**config.mk**
```make
export PLATFORM = sky130hd
export DESIGN_NAME = gregorian_day_difference
export DESIGN_NICKNAME = d
export VERILOG_FILES = /design/src/design/gdd_pkg.sv /design/src/design/gdd_day_terms.sv /design/src/design/gregorian_day_difference.sv
export SDC_FILE = /design/constraint.sdc
export NUM_CORES = 1
export LEC_CHECK = 0
export BUFFER_PORTS_ARGS = -buffer_cell sky130_fd_sc_hd__buf_2
export CAP_MARGIN = 30
export CORE_ASPECT_RATIO = 1.25
export CORE_MARGIN = 2
export CORE_UTILIZATION = 45
export DETAILED_ROUTE_END_ITERATION = 8
export PLACE_DENSITY = 0.7
export SKIP_CTS_REPAIR_TIMING = 1
export SYNTH_ARGS = -nofsm -noshare
export SYNTH_HDL_FRONTEND = slang
export SYNTH_SLANG_ARGS = --single-unit
```
**constraint.sdc**
```tcl
create_clock -name clock -period 8.8 [get_ports clock]
set_input_delay 0.88 -clock clock [delete_from_list [all_inputs] [get_ports clock]]
set_output_delay 0.88 -clock clock [all_outputs]
set_load 0.01 [all_outputs]
```
**src/design/gdd_pkg.sv**
```systemverilog
// Types, widths, constants and calendar helpers for the Gregorian day difference block.
`default_nettype none

package gdd_pkg;

   // Field widths of the input and result beats.
   localparam int DAY_W     = 5;
   localparam int MONTH_W   = 4;
   localparam int YEAR_W    = 14;
   localparam int COUNT_W   = 23;
   localparam int WEEKDAY_W = 3;

   // Internal widths.
   localparam int CENT_W  = 8;   // ceil(year / 100)
   localparam int SUM_W   = 14;  // leap days before the year plus day of year
   localparam int WSUM_W  = 15;  // weekday residue operand
   localparam int DOY_W   = 9;   // month start offsets
   localparam int MUL_A_W = 15;
   localparam int MUL_B_W = 18;
   localparam int MUL_W   = MUL_A_W + MUL_B_W;
   localparam int Q7_W    = 13;

   // Years above this limit are taken as the limit.
   localparam logic [YEAR_W-1:0] YEAR_MAX = 14'd9999;

   // ceil(y / 100) = ((y + 99) * RECIP_100) >> SHIFT_100 for all years in range.
   localparam logic [MUL_A_W-1:0] CENT_BIAS = 15'd99;
   localparam logic [MUL_B_W-1:0] RECIP_100 = 18'd20972;
   localparam int                 SHIFT_100 = 21;

   // floor(v / 7) = (v * RECIP_7) >> SHIFT_7 for every residue operand in range.
   localparam logic [MUL_B_W-1:0] RECIP_7 = 18'd149797;
   localparam int                 SHIFT_7 = 20;

   localparam logic [MUL_B_W-1:0] DAYS_PER_YEAR = 18'd365;

   // Since 365 is 1 modulo 7, the ordinal of a date is congruent to
   // year + leap days + day of year. Sunday 1980-01-06 is congruent to 2,
   // so adding 5 lines up the residue with Sunday as zero.
   localparam logic [WSUM_W-1:0] WEEK_BIAS = 15'd5;

   typedef logic [YEAR_W-1:0]  year_type;
   typedef logic [CENT_W-1:0]  cent_type;
   typedef logic [SUM_W-1:0]   sum_type;
   typedef logic [COUNT_W-1:0] ordinal_type;

   // Days in the months before the given one in a common year.
   function automatic logic [DOY_W-1:0] month_start(input logic [MONTH_W-1:0] month);
      logic [DOY_W-1:0] days;
      case (month)
         4'd2:    days = 9'd31;
         4'd3:    days = 9'd59;
         4'd4:    days = 9'd90;
         4'd5:    days = 9'd120;
         4'd6:    days = 9'd151;
         4'd7:    days = 9'd181;
         4'd8:    days = 9'd212;
         4'd9:    days = 9'd243;
         4'd10:   days = 9'd273;
         4'd11:   days = 9'd304;
         4'd12:   days = 9'd334;
         default: days = 9'd0;
      endcase
      return days;
   endfunction

   function automatic year_type clamp_year(input year_type year);
      return (year > YEAR_MAX) ? YEAR_MAX : year;
   endfunction

endpackage

`default_nettype wire

```
**src/design/gdd_day_terms.sv**
```systemverilog
// Leap days before a year plus the day of year, given the year's rounded-up century count.
`default_nettype none

module gdd_day_terms (
   input  logic [gdd_pkg::YEAR_W-1:0]  year,
   input  logic [gdd_pkg::CENT_W-1:0]  cent,
   input  logic [gdd_pkg::MONTH_W-1:0] month,
   input  logic [gdd_pkg::DAY_W-1:0]   day,
   output logic [gdd_pkg::SUM_W-1:0]   day_sum
);
   import gdd_pkg::*;

   logic [YEAR_W:0] year_plus3;
   logic [CENT_W:0] cent_plus3;
   logic [YEAR_W:0] cent_x100;
   logic [SUM_W-1:0] leaps;
   logic [SUM_W-1:0] doy;
   logic on_century;
   logic is_leap;
   logic after_feb;

   always_comb begin
      year_plus3 = {1'b0, year} + (YEAR_W+1)'(3);
      cent_plus3 = {1'b0, cent} + (CENT_W+1)'(3);
      // ceil(y/4) - ceil(y/100) + ceil(y/400); the last is ceil(ceil(y/100)/4).
      leaps = SUM_W'(year_plus3 >> 2) - SUM_W'(cent) + SUM_W'(cent_plus3 >> 2);

      // The year is a century year exactly when 100 * ceil(y/100) equals it.
      cent_x100 = ((YEAR_W+1)'(cent) << 6) + ((YEAR_W+1)'(cent) << 5)
                + ((YEAR_W+1)'(cent) << 2);
      on_century = (cent_x100 == {1'b0, year});
      is_leap    = (year[1:0] == 2'b00) && (!on_century || cent[1:0] == 2'b00);
      after_feb  = month inside {[4'd3:4'd12]};

      doy = SUM_W'(month_start(month)) + SUM_W'(day) + SUM_W'(after_feb && is_leap);
      day_sum = leaps + doy;
   end

endmodule

`default_nettype wire

```
**src/design/gregorian_day_difference.sv**
```systemverilog
// Top level of the Gregorian day difference block: sequencer, shared multiplier and result register.
`default_nettype none

// Each input beat carries a start date and an end date; the result beat gives the signed
// number of days from start to end, whether the end comes before the start (year, then
// month, then day), whether the dates are identical, and the weekday of the end date with
// Sunday as zero. Years above 9999 are treated as 9999, and dates are not checked, so a
// day or month out of range simply shifts the count. The block takes no new beat until
// it is through with the current item. A single registered multiplier is shared by the
// steps that multiply, once per date for the century count, once per date for 365 times
// the year, and once for the weekday residue, under an eleven-step sequencer. The input
// stall is high while the sequencer works. The result sits in an output register, so a
// new item can be accepted and worked on while the previous result is still stalled;
// the sequencer only waits at its last step if that register is full and stalled.
// There are no configuration registers and no state that carries from item to item.

module gregorian_day_difference (
   input  logic                               clock,
   input  logic                               reset,
   input  logic                               req_valid,
   output logic                               req_stall,
   input  logic [gdd_pkg::DAY_W-1:0]          req_start_day,
   input  logic [gdd_pkg::MONTH_W-1:0]        req_start_month,
   input  logic [gdd_pkg::YEAR_W-1:0]         req_start_year,
   input  logic [gdd_pkg::DAY_W-1:0]          req_end_day,
   input  logic [gdd_pkg::MONTH_W-1:0]        req_end_month,
   input  logic [gdd_pkg::YEAR_W-1:0]         req_end_year,
   output logic                               rsp_valid,
   input  logic                               rsp_stall,
   output logic signed [gdd_pkg::COUNT_W-1:0] rsp_day_count,
   output logic                               rsp_end_is_before,
   output logic                               rsp_dates_equal,
   output logic [gdd_pkg::WEEKDAY_W-1:0]      rsp_end_weekday
);
   import gdd_pkg::*;

   // Sequencer steps. The first four run once for the end date and once for the start.
   localparam logic [2:0] ST_IDLE  = 3'd0;
   localparam logic [2:0] ST_DIV   = 3'd1;  // multiply (year + 99) by the 1/100 reciprocal
   localparam logic [2:0] ST_CENT  = 3'd2;  // take the century count, multiply year by 365
   localparam logic [2:0] ST_TERMS = 3'd3;  // leap days plus day of year
   localparam logic [2:0] ST_ORD   = 3'd4;  // ordinal = 365 * year + terms
   localparam logic [2:0] ST_WDIV  = 3'd5;  // multiply the weekday operand by the 1/7 reciprocal
   localparam logic [2:0] ST_WREM  = 3'd6;  // remainder modulo 7
   localparam logic [2:0] ST_FIN   = 3'd7;  // load the result register

   localparam logic SEL_END   = 1'b0;
   localparam logic SEL_START = 1'b1;

   // Control registers.
   logic [2:0] state_ff, state_in;
   logic       sel_ff, sel_in;
   logic       rsp_valid_ff, rsp_valid_in;

   // Working registers.
   logic [DAY_W-1:0]   start_day_ff, start_day_in;
   logic [MONTH_W-1:0] start_month_ff, start_month_in;
   year_type           start_year_ff, start_year_in;
   logic [DAY_W-1:0]   end_day_ff, end_day_in;
   logic [MONTH_W-1:0] end_month_ff, end_month_in;
   year_type           end_year_ff, end_year_in;
   logic [MUL_W-1:0]   mul_ff, mul_in;
   cent_type           cent_ff, cent_in;
   sum_type            sum_ff, sum_in;
   ordinal_type        end_ord_ff, end_ord_in;
   ordinal_type        start_ord_ff, start_ord_in;
   logic [WSUM_W-1:0]  wsum_ff, wsum_in;
   logic [WEEKDAY_W-1:0] wday_ff, wday_in;

   // Result register.
   logic signed [COUNT_W-1:0] rsp_day_count_ff, rsp_day_count_in;
   logic                      rsp_end_is_before_ff, rsp_end_is_before_in;
   logic                      rsp_dates_equal_ff, rsp_dates_equal_in;
   logic [WEEKDAY_W-1:0]      rsp_end_weekday_ff, rsp_end_weekday_in;

   // Combinational signals.
   logic               accept;
   logic               load_rsp;
   year_type           cur_year;
   logic [MONTH_W-1:0] cur_month;
   logic [DAY_W-1:0]   cur_day;
   sum_type            cur_sum;
   ordinal_type        cur_ord;
   logic [MUL_A_W-1:0] mul_a;
   logic [MUL_B_W-1:0] mul_b;
   logic [Q7_W-1:0]    quot7;
   logic [WSUM_W-1:0]  rem7;

   gdd_day_terms u_terms (
      .year    (cur_year),
      .cent    (cent_ff),
      .month   (cur_month),
      .day     (cur_day),
      .day_sum (cur_sum)
   );

   always_comb begin
      accept   = req_valid && (state_ff == ST_IDLE);
      load_rsp = (state_ff == ST_FIN) && (!rsp_valid_ff || !rsp_stall);

      cur_year  = (sel_ff == SEL_START) ? start_year_ff  : end_year_ff;
      cur_month = (sel_ff == SEL_START) ? start_month_ff : end_month_ff;
      cur_day   = (sel_ff == SEL_START) ? start_day_ff   : end_day_ff;
      cur_ord   = mul_ff[COUNT_W-1:0] + COUNT_W'(sum_ff);

      // Operand selection for the shared multiplier.
      case (state_ff)
         ST_DIV: begin
            mul_a = MUL_A_W'(cur_year) + CENT_BIAS;
            mul_b = RECIP_100;
         end
         ST_CENT: begin
            mul_a = MUL_A_W'(cur_year);
            mul_b = DAYS_PER_YEAR;
         end
         ST_WDIV: begin
            mul_a = wsum_ff;
            mul_b = RECIP_7;
         end
         default: begin
            mul_a = '0;
            mul_b = '0;
         end
      endcase

      quot7 = mul_ff[SHIFT_7 +: Q7_W];
      rem7  = wsum_ff - WSUM_W'({quot7, 3'b000} - {3'b000, quot7});

      // Defaults hold every register.
      state_in       = state_ff;
      sel_in         = sel_ff;
      start_day_in   = start_day_ff;
      start_month_in = start_month_ff;
      start_year_in  = start_year_ff;
      end_day_in     = end_day_ff;
      end_month_in   = end_month_ff;
      end_year_in    = end_year_ff;
      mul_in         = mul_ff;
      cent_in        = cent_ff;
      sum_in         = sum_ff;
      end_ord_in     = end_ord_ff;
      start_ord_in   = start_ord_ff;
      wsum_in        = wsum_ff;
      wday_in        = wday_ff;

      case (state_ff)
         ST_IDLE: begin
            if (accept) begin
               start_day_in   = req_start_day;
               start_month_in = req_start_month;
               start_year_in  = clamp_year(req_start_year);
               end_day_in     = req_end_day;
               end_month_in   = req_end_month;
               end_year_in    = clamp_year(req_end_year);
               sel_in         = SEL_END;
               state_in       = ST_DIV;
            end
         end
         ST_DIV: begin
            mul_in   = MUL_W'(mul_a) * MUL_W'(mul_b);
            state_in = ST_CENT;
         end
         ST_CENT: begin
            cent_in  = mul_ff[SHIFT_100 +: CENT_W];
            mul_in   = MUL_W'(mul_a) * MUL_W'(mul_b);
            state_in = ST_TERMS;
         end
         ST_TERMS: begin
            sum_in   = cur_sum;
            state_in = ST_ORD;
         end
         ST_ORD: begin
            if (sel_ff == SEL_END) begin
               end_ord_in = cur_ord;
               wsum_in    = WSUM_W'(cur_year) + WSUM_W'(sum_ff) + WEEK_BIAS;
               sel_in     = SEL_START;
               state_in   = ST_DIV;
            end else begin
               start_ord_in = cur_ord;
               state_in     = ST_WDIV;
            end
         end
         ST_WDIV: begin
            mul_in   = MUL_W'(mul_a) * MUL_W'(mul_b);
            state_in = ST_WREM;
         end
         ST_WREM: begin
            wday_in  = rem7[WEEKDAY_W-1:0];
            state_in = ST_FIN;
         end
         ST_FIN: begin
            if (load_rsp) begin
               state_in = ST_IDLE;
            end
         end
         default: begin
            state_in = ST_IDLE;
         end
      endcase

      // The result register holds until taken; a full register that is taken in the same
      // cycle as the new result arrives is simply overwritten.
      rsp_valid_in         = load_rsp || (rsp_valid_ff && rsp_stall);
      rsp_day_count_in     = rsp_day_count_ff;
      rsp_end_is_before_in = rsp_end_is_before_ff;
      rsp_dates_equal_in   = rsp_dates_equal_ff;
      rsp_end_weekday_in   = rsp_end_weekday_ff;
      if (load_rsp) begin
         rsp_day_count_in     = end_ord_ff - start_ord_ff;
         rsp_end_is_before_in = {end_year_ff, end_month_ff, end_day_ff}
                              < {start_year_ff, start_month_ff, start_day_ff};
         rsp_dates_equal_in   = {end_year_ff, end_month_ff, end_day_ff}
                             == {start_year_ff, start_month_ff, start_day_ff};
         rsp_end_weekday_in   = wday_ff;
      end
   end

   always_ff @(posedge clock) begin
      if (reset) begin
         state_ff     <= ST_IDLE;
         sel_ff       <= SEL_END;
         rsp_valid_ff <= 1'b0;
      end else begin
         state_ff     <= state_in;
         sel_ff       <= sel_in;
         rsp_valid_ff <= rsp_valid_in;
      end
   end

   always_ff @(posedge clock) begin
      start_day_ff         <= start_day_in;
      start_month_ff       <= start_month_in;
      start_year_ff        <= start_year_in;
      end_day_ff           <= end_day_in;
      end_month_ff         <= end_month_in;
      end_year_ff          <= end_year_in;
      mul_ff               <= mul_in;
      cent_ff              <= cent_in;
      sum_ff               <= sum_in;
      end_ord_ff           <= end_ord_in;
      start_ord_ff         <= start_ord_in;
      wsum_ff              <= wsum_in;
      wday_ff              <= wday_in;
      rsp_day_count_ff     <= rsp_day_count_in;
      rsp_end_is_before_ff <= rsp_end_is_before_in;
      rsp_dates_equal_ff   <= rsp_dates_equal_in;
      rsp_end_weekday_ff   <= rsp_end_weekday_in;
   end

   // The input side stalls whenever the sequencer is away from its idle step.
   assign req_stall         = (state_ff != ST_IDLE);
   assign rsp_valid         = rsp_valid_ff;
   assign rsp_day_count     = rsp_day_count_ff;
   assign rsp_end_is_before = rsp_end_is_before_ff;
   assign rsp_dates_equal   = rsp_dates_equal_ff;
   assign rsp_end_weekday   = rsp_end_weekday_ff;

endmodule

`default_nettype wire

```
[Word-level counts from Yosys, hierarchy flattened]
Memory sizes are Yosys's and may differ from the RTL's.
Cells that the tools add are included.
Word-level totals
  flip-flop bits (word level): 194
  memories kept: 1
  input port bits: 50
  bits in latches: 0
  ROM bits: 144
  output and inout port bits: 30
  RAM bits: 0
Cells by class
  multiply operators: 1
  reductions and logical operators: 23
  bitwise gates (word level): 1
  shift operators: 0
  order comparisons: 5
  multiplexer cells: 11
  $add $sub $neg: 16
  div/mod/pow operators: 0
  eq/ne operators: 11
Memory list
  (no name shown): depth 16, width 9, read ports 1, clocked after Yosys merged registers in 0, write ports 0, line gdd_pkg.sv:50  | case (month)
Operator list (number)
  $pmux W18 S3: 1
  $pmux W15 S3: 1
  $mul A15 B18 Y29: 1
  $gt A14 B14 Y1 const B: 2
  $pmux W3 S8: 1
  $add A23 B14 Y23: 1
  $eq A23 B23 Y1: 1
  $lt A23 B23 Y1: 1
  $sub A23 B23 Y23: 1
  $add A14 B13 Y15: 1
  $add A14 B14 Y15: 1
  $add A14 B2 Y15 const B: 1
  $add A14 B7 Y15 const B: 1
  $add A15 B10 Y15: 1
  $add A15 B3 Y15 const B: 1
  $eq A15 B14 Y1: 1
  $add A14 B11 Y14: 1
  $add A14 B7 Y14: 1
  $mux W14: 1
  $sub A13 B8 Y14: 1
  $eq A3 B3 Y1 const B: 4
  $add A10 B1 Y11: 1
  $add A9 B5 Y10: 1
  $reduce_and A2 Y1: 5
  22 further kinds: 36

[Logic depth before layout (Yosys ltp)]
  depth after elaboration: 9
  mapped depth: 31

[By module]
A second synthesis with hierarchy kept.
Second synthesis, totals
  cell total of the unflattened synthesis: 1735
  area, all modules: 18195.0 µm²
By module, submodules not included
  gregorian_day_difference: instances 1, sequential area each 5775.5 µm², cells an instance 1431, area each 15683.8 µm²
  gdd_day_terms: instances 1, sequential area each 0.0 µm², cells an instance 304, area each 2511.2 µm²

[Worst setup path after synthesis]
OpenSTA, ideal clock, no wires.
  path type: register to register
  start: register sel_ff
  end: register mul_ff[27], data pin
  stages on the path, launching flop included: 32
  path buffers: 1
  clock period less this slack: 7.030 ns
  arrival: 6.772 ns
  library setup time: 0.258 ns
  setup slack: 1.770 ns
  cells stage by stage: dfxtp_1 -> buf_6 -> mux2_2 -> inv_1 -> ha_1 -> inv_1 -> o211ai_1 -> a21oi_1 -> nand2_1 -> xnor2_1 -> nor2_1 -> nor2_1 -> nor2_1 -> ha_1 -> inv_1 -> fa_1 -> inv_1 -> fa_1 -> fa_1 -> fa_1 -> inv_1 -> fa_1 -> inv_1 -> ha_1 -> a211o_1 -> or3_1 -> o211ai_1 -> a21oi_1 -> o41ai_4 -> o22ai_1 -> a211oi_2 -> xnor2_1
Between the ends
  word-level cells in the longest chain between the ends: 4
Ends and longest elaborated chain
  start: declaration: line gregorian_day_difference.sv:52  | logic sel_ff, sel_in;
  start signal: assignment: line gregorian_day_difference.sv:225  | sel_ff <= sel_in;
  $mux W14 *: line gregorian_day_difference.sv:101  | cur_year = (sel_ff == SEL_START) ? start_year_ff : end_year_ff;
  $add A14 B7 Y15: line gregorian_day_difference.sv:109  | mul_a = MUL_A_W'(cur_year) + CENT_BIAS;
  $pmux W15 S3 *: line gregorian_day_difference.sv:107  | case (state_ff)
  $mul A15 B18 Y29 *: line gregorian_day_difference.sv:160, gregorian_day_difference.sv:165, gregorian_day_difference.sv:184
  end signal: assignment: line gregorian_day_difference.sv:237  | mul_ff <= mul_in;
  end: declaration: line gregorian_day_difference.sv:62  | logic [MUL_W-1:0] mul_ff, mul_in;
Mark *: on every way between the ends. The rest lies on a longest branch, timed or not.
A chain may end at the register's enable or synchronous reset.

[Worst setup path after layout]
  start: register state_ff[2]
  end: register mul_ff[28], data pin
Between the ends
  word-level cells in the longest chain between the ends: 3
Ends and longest elaborated chain
  start: declaration: line gregorian_day_difference.sv:51  | logic [2:0] state_ff, state_in;
  start signal: assignment: line gregorian_day_difference.sv:224  | state_ff <= state_in;
  $eq A3 B3 Y1 (tied with other cells): line gregorian_day_difference.sv:107, gregorian_day_difference.sv:146
  $pmux W15 S3 or $pmux W18 S3 (tied branches): line gregorian_day_difference.sv:107
  $mul A15 B18 Y29 *: line gregorian_day_difference.sv:160, gregorian_day_difference.sv:165, gregorian_day_difference.sv:184
Marked as above.

==> out/results.ini <==
[critical_path]
critPathKind = flop to flop
rr_worst_depth = 25
critPathMaxFanout = 18
worstPathArrival_ns = 8.28
r2r_setup_slack_ns = 0.75
cp-end-kind = flop
start_kind = flop
required_ns = 9.03

[finish]
nets = 2268
layout-area-overhead-vs-synth_pct = 9.06
drive_gt1_frac = 0.0881
fillers = 3649
fin_cells = 2333

[die]
rows = 82
io_pins = 80
die_h_um = 228
die_w_um = 183
start_util = 0.453
die-area_um2 = 41700
core_area_um2 = 39800

[power_and_ir_drop]
p_switching_w = 0.00152
p_leak_nw = 9.37
power_frac_seq = 0.325
sw_frac_of_total = 0.385
p_clk_frac = 0.195
peakVddDrop_uv = 154
comb_power_share = 0.480
p_per_area_nw_per_um2 = 201
internal_power_w = 0.00243
fin_total_pwr_w = 0.00395

[drt]
vias = 12428
drt_iter0_drc = 636
wirelength_um = 43200
drt-pass1-iter-count = 5
remaining_drc_errors = 0
viasPerCell = 5.33
routedWlPerCell_um = 18.5
postRouteAntennaNets = 0

[timing]
period_minus_slack_ns = 8.05
fmax_mhz = 124
max_slew_margin = 0.335
final_max_slew_viol_count = 0
tns_ns = 0
hold_viol_final = 0
rsz0062_at_grt = false
setup_violations = 0
period_share = 0.915
tightest_slew_ns = 0.969
finClkSkew_ns = 0.0189

[clock_tree]
clk_path_buf_depth = 2
h-tree-depth = 4
insertion_delay_ns = 0.47
cts_buffers = 17
cts.sinks = 194
cts.clk_slew.worst_paths_ns = 0.09
clockRootBuffer = clkbuf_16
cts_tree = yes

[synthesis]
synth.cell_area_um2 = 18000
syn_inst = 1721
synth_nets = 2174
synth-main-ff-cell = edfxtp_1
async_flop_share = 0
synthDistinctLibCells = 77
synth_area_leaders = edfxtp_1, ha_1, fa_1, inv_1, xnor2_1
synth_top_area_cell = edfxtp_1
seq_area_frac_synth = 0.320
ys_warn_count = 0
synth.top_cell.area_share = 0.314
synth-seq-cells = 194
avgSynthCellArea_um2 = 10.5
synth_edf_count = 189

[global_routing]
track_usage = 0.213
antenna_found_initial = 0
grt_pass1_vias = 12639
grt_max_degree = 47
grt_pass1_wl_um = 67300
gr-total-overflow = 0

[placed_design]
dp_hpwl_um = 36700
gp_congestion = 1.04
io_buffers = 79
dp_cells = 2300

[run_status]
status = completed

[worst_hold_path]
min_path_type = flop to flop
min_path_cells = 0

[job]
max_cap_viol_count = 0

==> routing by layer <==
metal | vias to the layer above | track usage | wire [um]
met5 | - | 0 | 0
met4 | 0 | 0.120 | 2250
met3 | 110 | 0.0303 | 1610
met2 | 320 | 0.387 | 22400
met1 | 5971 | 0.237 | 16900
li1 | 6027 | - | -
==> sequential cells by signal, summed over array words and instances (netlist names), 3 cells and up <==
signal	cells
cent_ff	8
end_day_ff	5
end_month_ff	4
end_ord_ff	23
end_year_ff	14
mul_ff	29
rsp_day_count	23
rsp_end_weekday	3
start_day_ff	5
start_month_ff	4
start_ord_ff	23
start_year_ff	14
state_ff	3
sum_ff	14
wday_ff	3
wsum_ff	15
==> worst max-delay path, stage by stage (launching register included) <==
cell,delay [ns]
dfxtp_1,0.76
clkinv_1,0.45
nand2b_1,0.47
clkinv_1,0.22
buf_4,0.25
nand2_1,0.13
nand3_1,0.16
fa_1,0.54
inv_1,0.06
fa_1,0.53
inv_1,0.05
fa_1,0.49
inv_1,0.05
fa_1,0.46
fa_1,0.55
inv_1,0.05
fa_1,0.47
ha_1,0.34
o21ai_0,0.28
nor2_1,0.14
o211ai_2,0.21
a311oi_1,0.18
or3_1,0.46
a311oi_1,0.27
o21bai_1,0.11
xnor2_1,0.13
==> kinds of logic after synthesis <==
| group | after synthesis | share of synthesized area |
|---|---|---|
| DFF | 194 | 0.320 |
| buffers and inverters | 329 | 0.0694 |
| muxes | 23 | 0.0145 |
| AOI/OAI and AO/OA | 256 | 0.0953 |
| adders and majority gates | 403 | 0.335 |
| xor gates and xnor gates | 127 | 0.0620 |
| and+or+nand+nor | 389 | 0.104 |
==> layout by cell type (no fill, tap or decap), types with 6 or more instances in the layout <==
master / n
xor2_1: 19
a31oi_1: 6
o21a_1: 15
nor4_1: 7
or2_2: 7
nand2b_1: 32
a21oi_1: 76
buf_2: 81
inv_1: 305
a211oi_1: 7
nor3_1: 26
clkbuf_16: 17
nand2_1: 93
edfxtp_1: 189
o31ai_1: 6
buf_4: 9
o21bai_1: 7
and3_1: 24
and2_1: 14
ha_1: 270
a21o_1: 25
nor2_1: 106
or3_1: 7
o21ai_0: 50
fa_1: 133
o211ai_1: 6
nor2b_1: 25
xnor2_1: 107
nand3_1: 32
mux2_2: 6
mux2i_1: 13
==> metrics by stage <==
| stage | cell area [um2] | setup slack [ns] | utilization | hold slack, ns |
|---|---|---|---|---|
| after floorplan | 18000 | 1.77 | - | 0.400 |
| after global placement | 19100 | 0.933 | 0.480 | 0.405 |
| after detailed placement | 19100 | 0.821 | 0.480 | 0.420 |
| after CTS | 19700 | 0.812 | 0.494 | 0.435 |
| after global routing | 19700 | 0.346 | 0.494 | 0.440 |
| final | 19700 | 0.749 | 0.494 | 0.433 |
==> cells in the mapped netlist (6+ instances only) <==
cell type / n
a211oi_1: 7
a21o_1: 25
a21oi_1: 77
a31oi_1: 6
and2_1: 14
and3_1: 25
clkbuf_1: 12
edfxtp_1: 189
fa_1: 133
ha_1: 270
inv_1: 305
mux2_2: 6
mux2i_1: 13
nand2_1: 93
nand2b_1: 32
nand3_1: 32
nor2_1: 107
nor2b_1: 25
nor3_1: 26
nor4_1: 7
o211ai_1: 6
o21a_1: 15
o21ai_0: 51
o21bai_1: 7
o31ai_1: 6
or2_2: 7
or3_1: 7
xnor2_1: 107
xor2_1: 19
==> path summary, 6_finish.rpt <==
check | from | endpoint
setup reg to reg | state_ff[2] | mul_ff[28]
setup / recovery | state_ff[2] | mul_ff[28]
hold / removal | wday_ff[2] | rsp_end_weekday[2]
hold reg to reg | wday_ff[2] | rsp_end_weekday[2]
==> power groups by stage <==
stage	combinational, W	sequential, W	clock [W]
after CTS	0.00190	0.00128	0.000787
after floorplan	0.00148	0.00127	0
after detailed placement	0.00188	0.00130	0
after global routing	0.00216	0.00129	0.000820
final	0.00190	0.00128	0.000770
after global placement	0.00183	0.00130	0
==> layout make-up <==
| type | count | area (um2) | share of cell area |
|---|---|---|---|
| multi-input cells | 1198 | 11000 | 0.561 |
| clock buffers | 20 | 437 | 0.0222 |
| flip-flops and latches | 194 | 5780 | 0.293 |
| inverters | 313 | 1170 | 0.0597 |
| diodes | 1 | 2.50 | 0.000127 |
| clock inverters | 12 | 125 | 0.00636 |
| well taps | 504 | 631 | 0.0320 |
| repair buffers | 91 | 493 | 0.0250 |
Note: power is estimated with default switching activity, not from simulation.
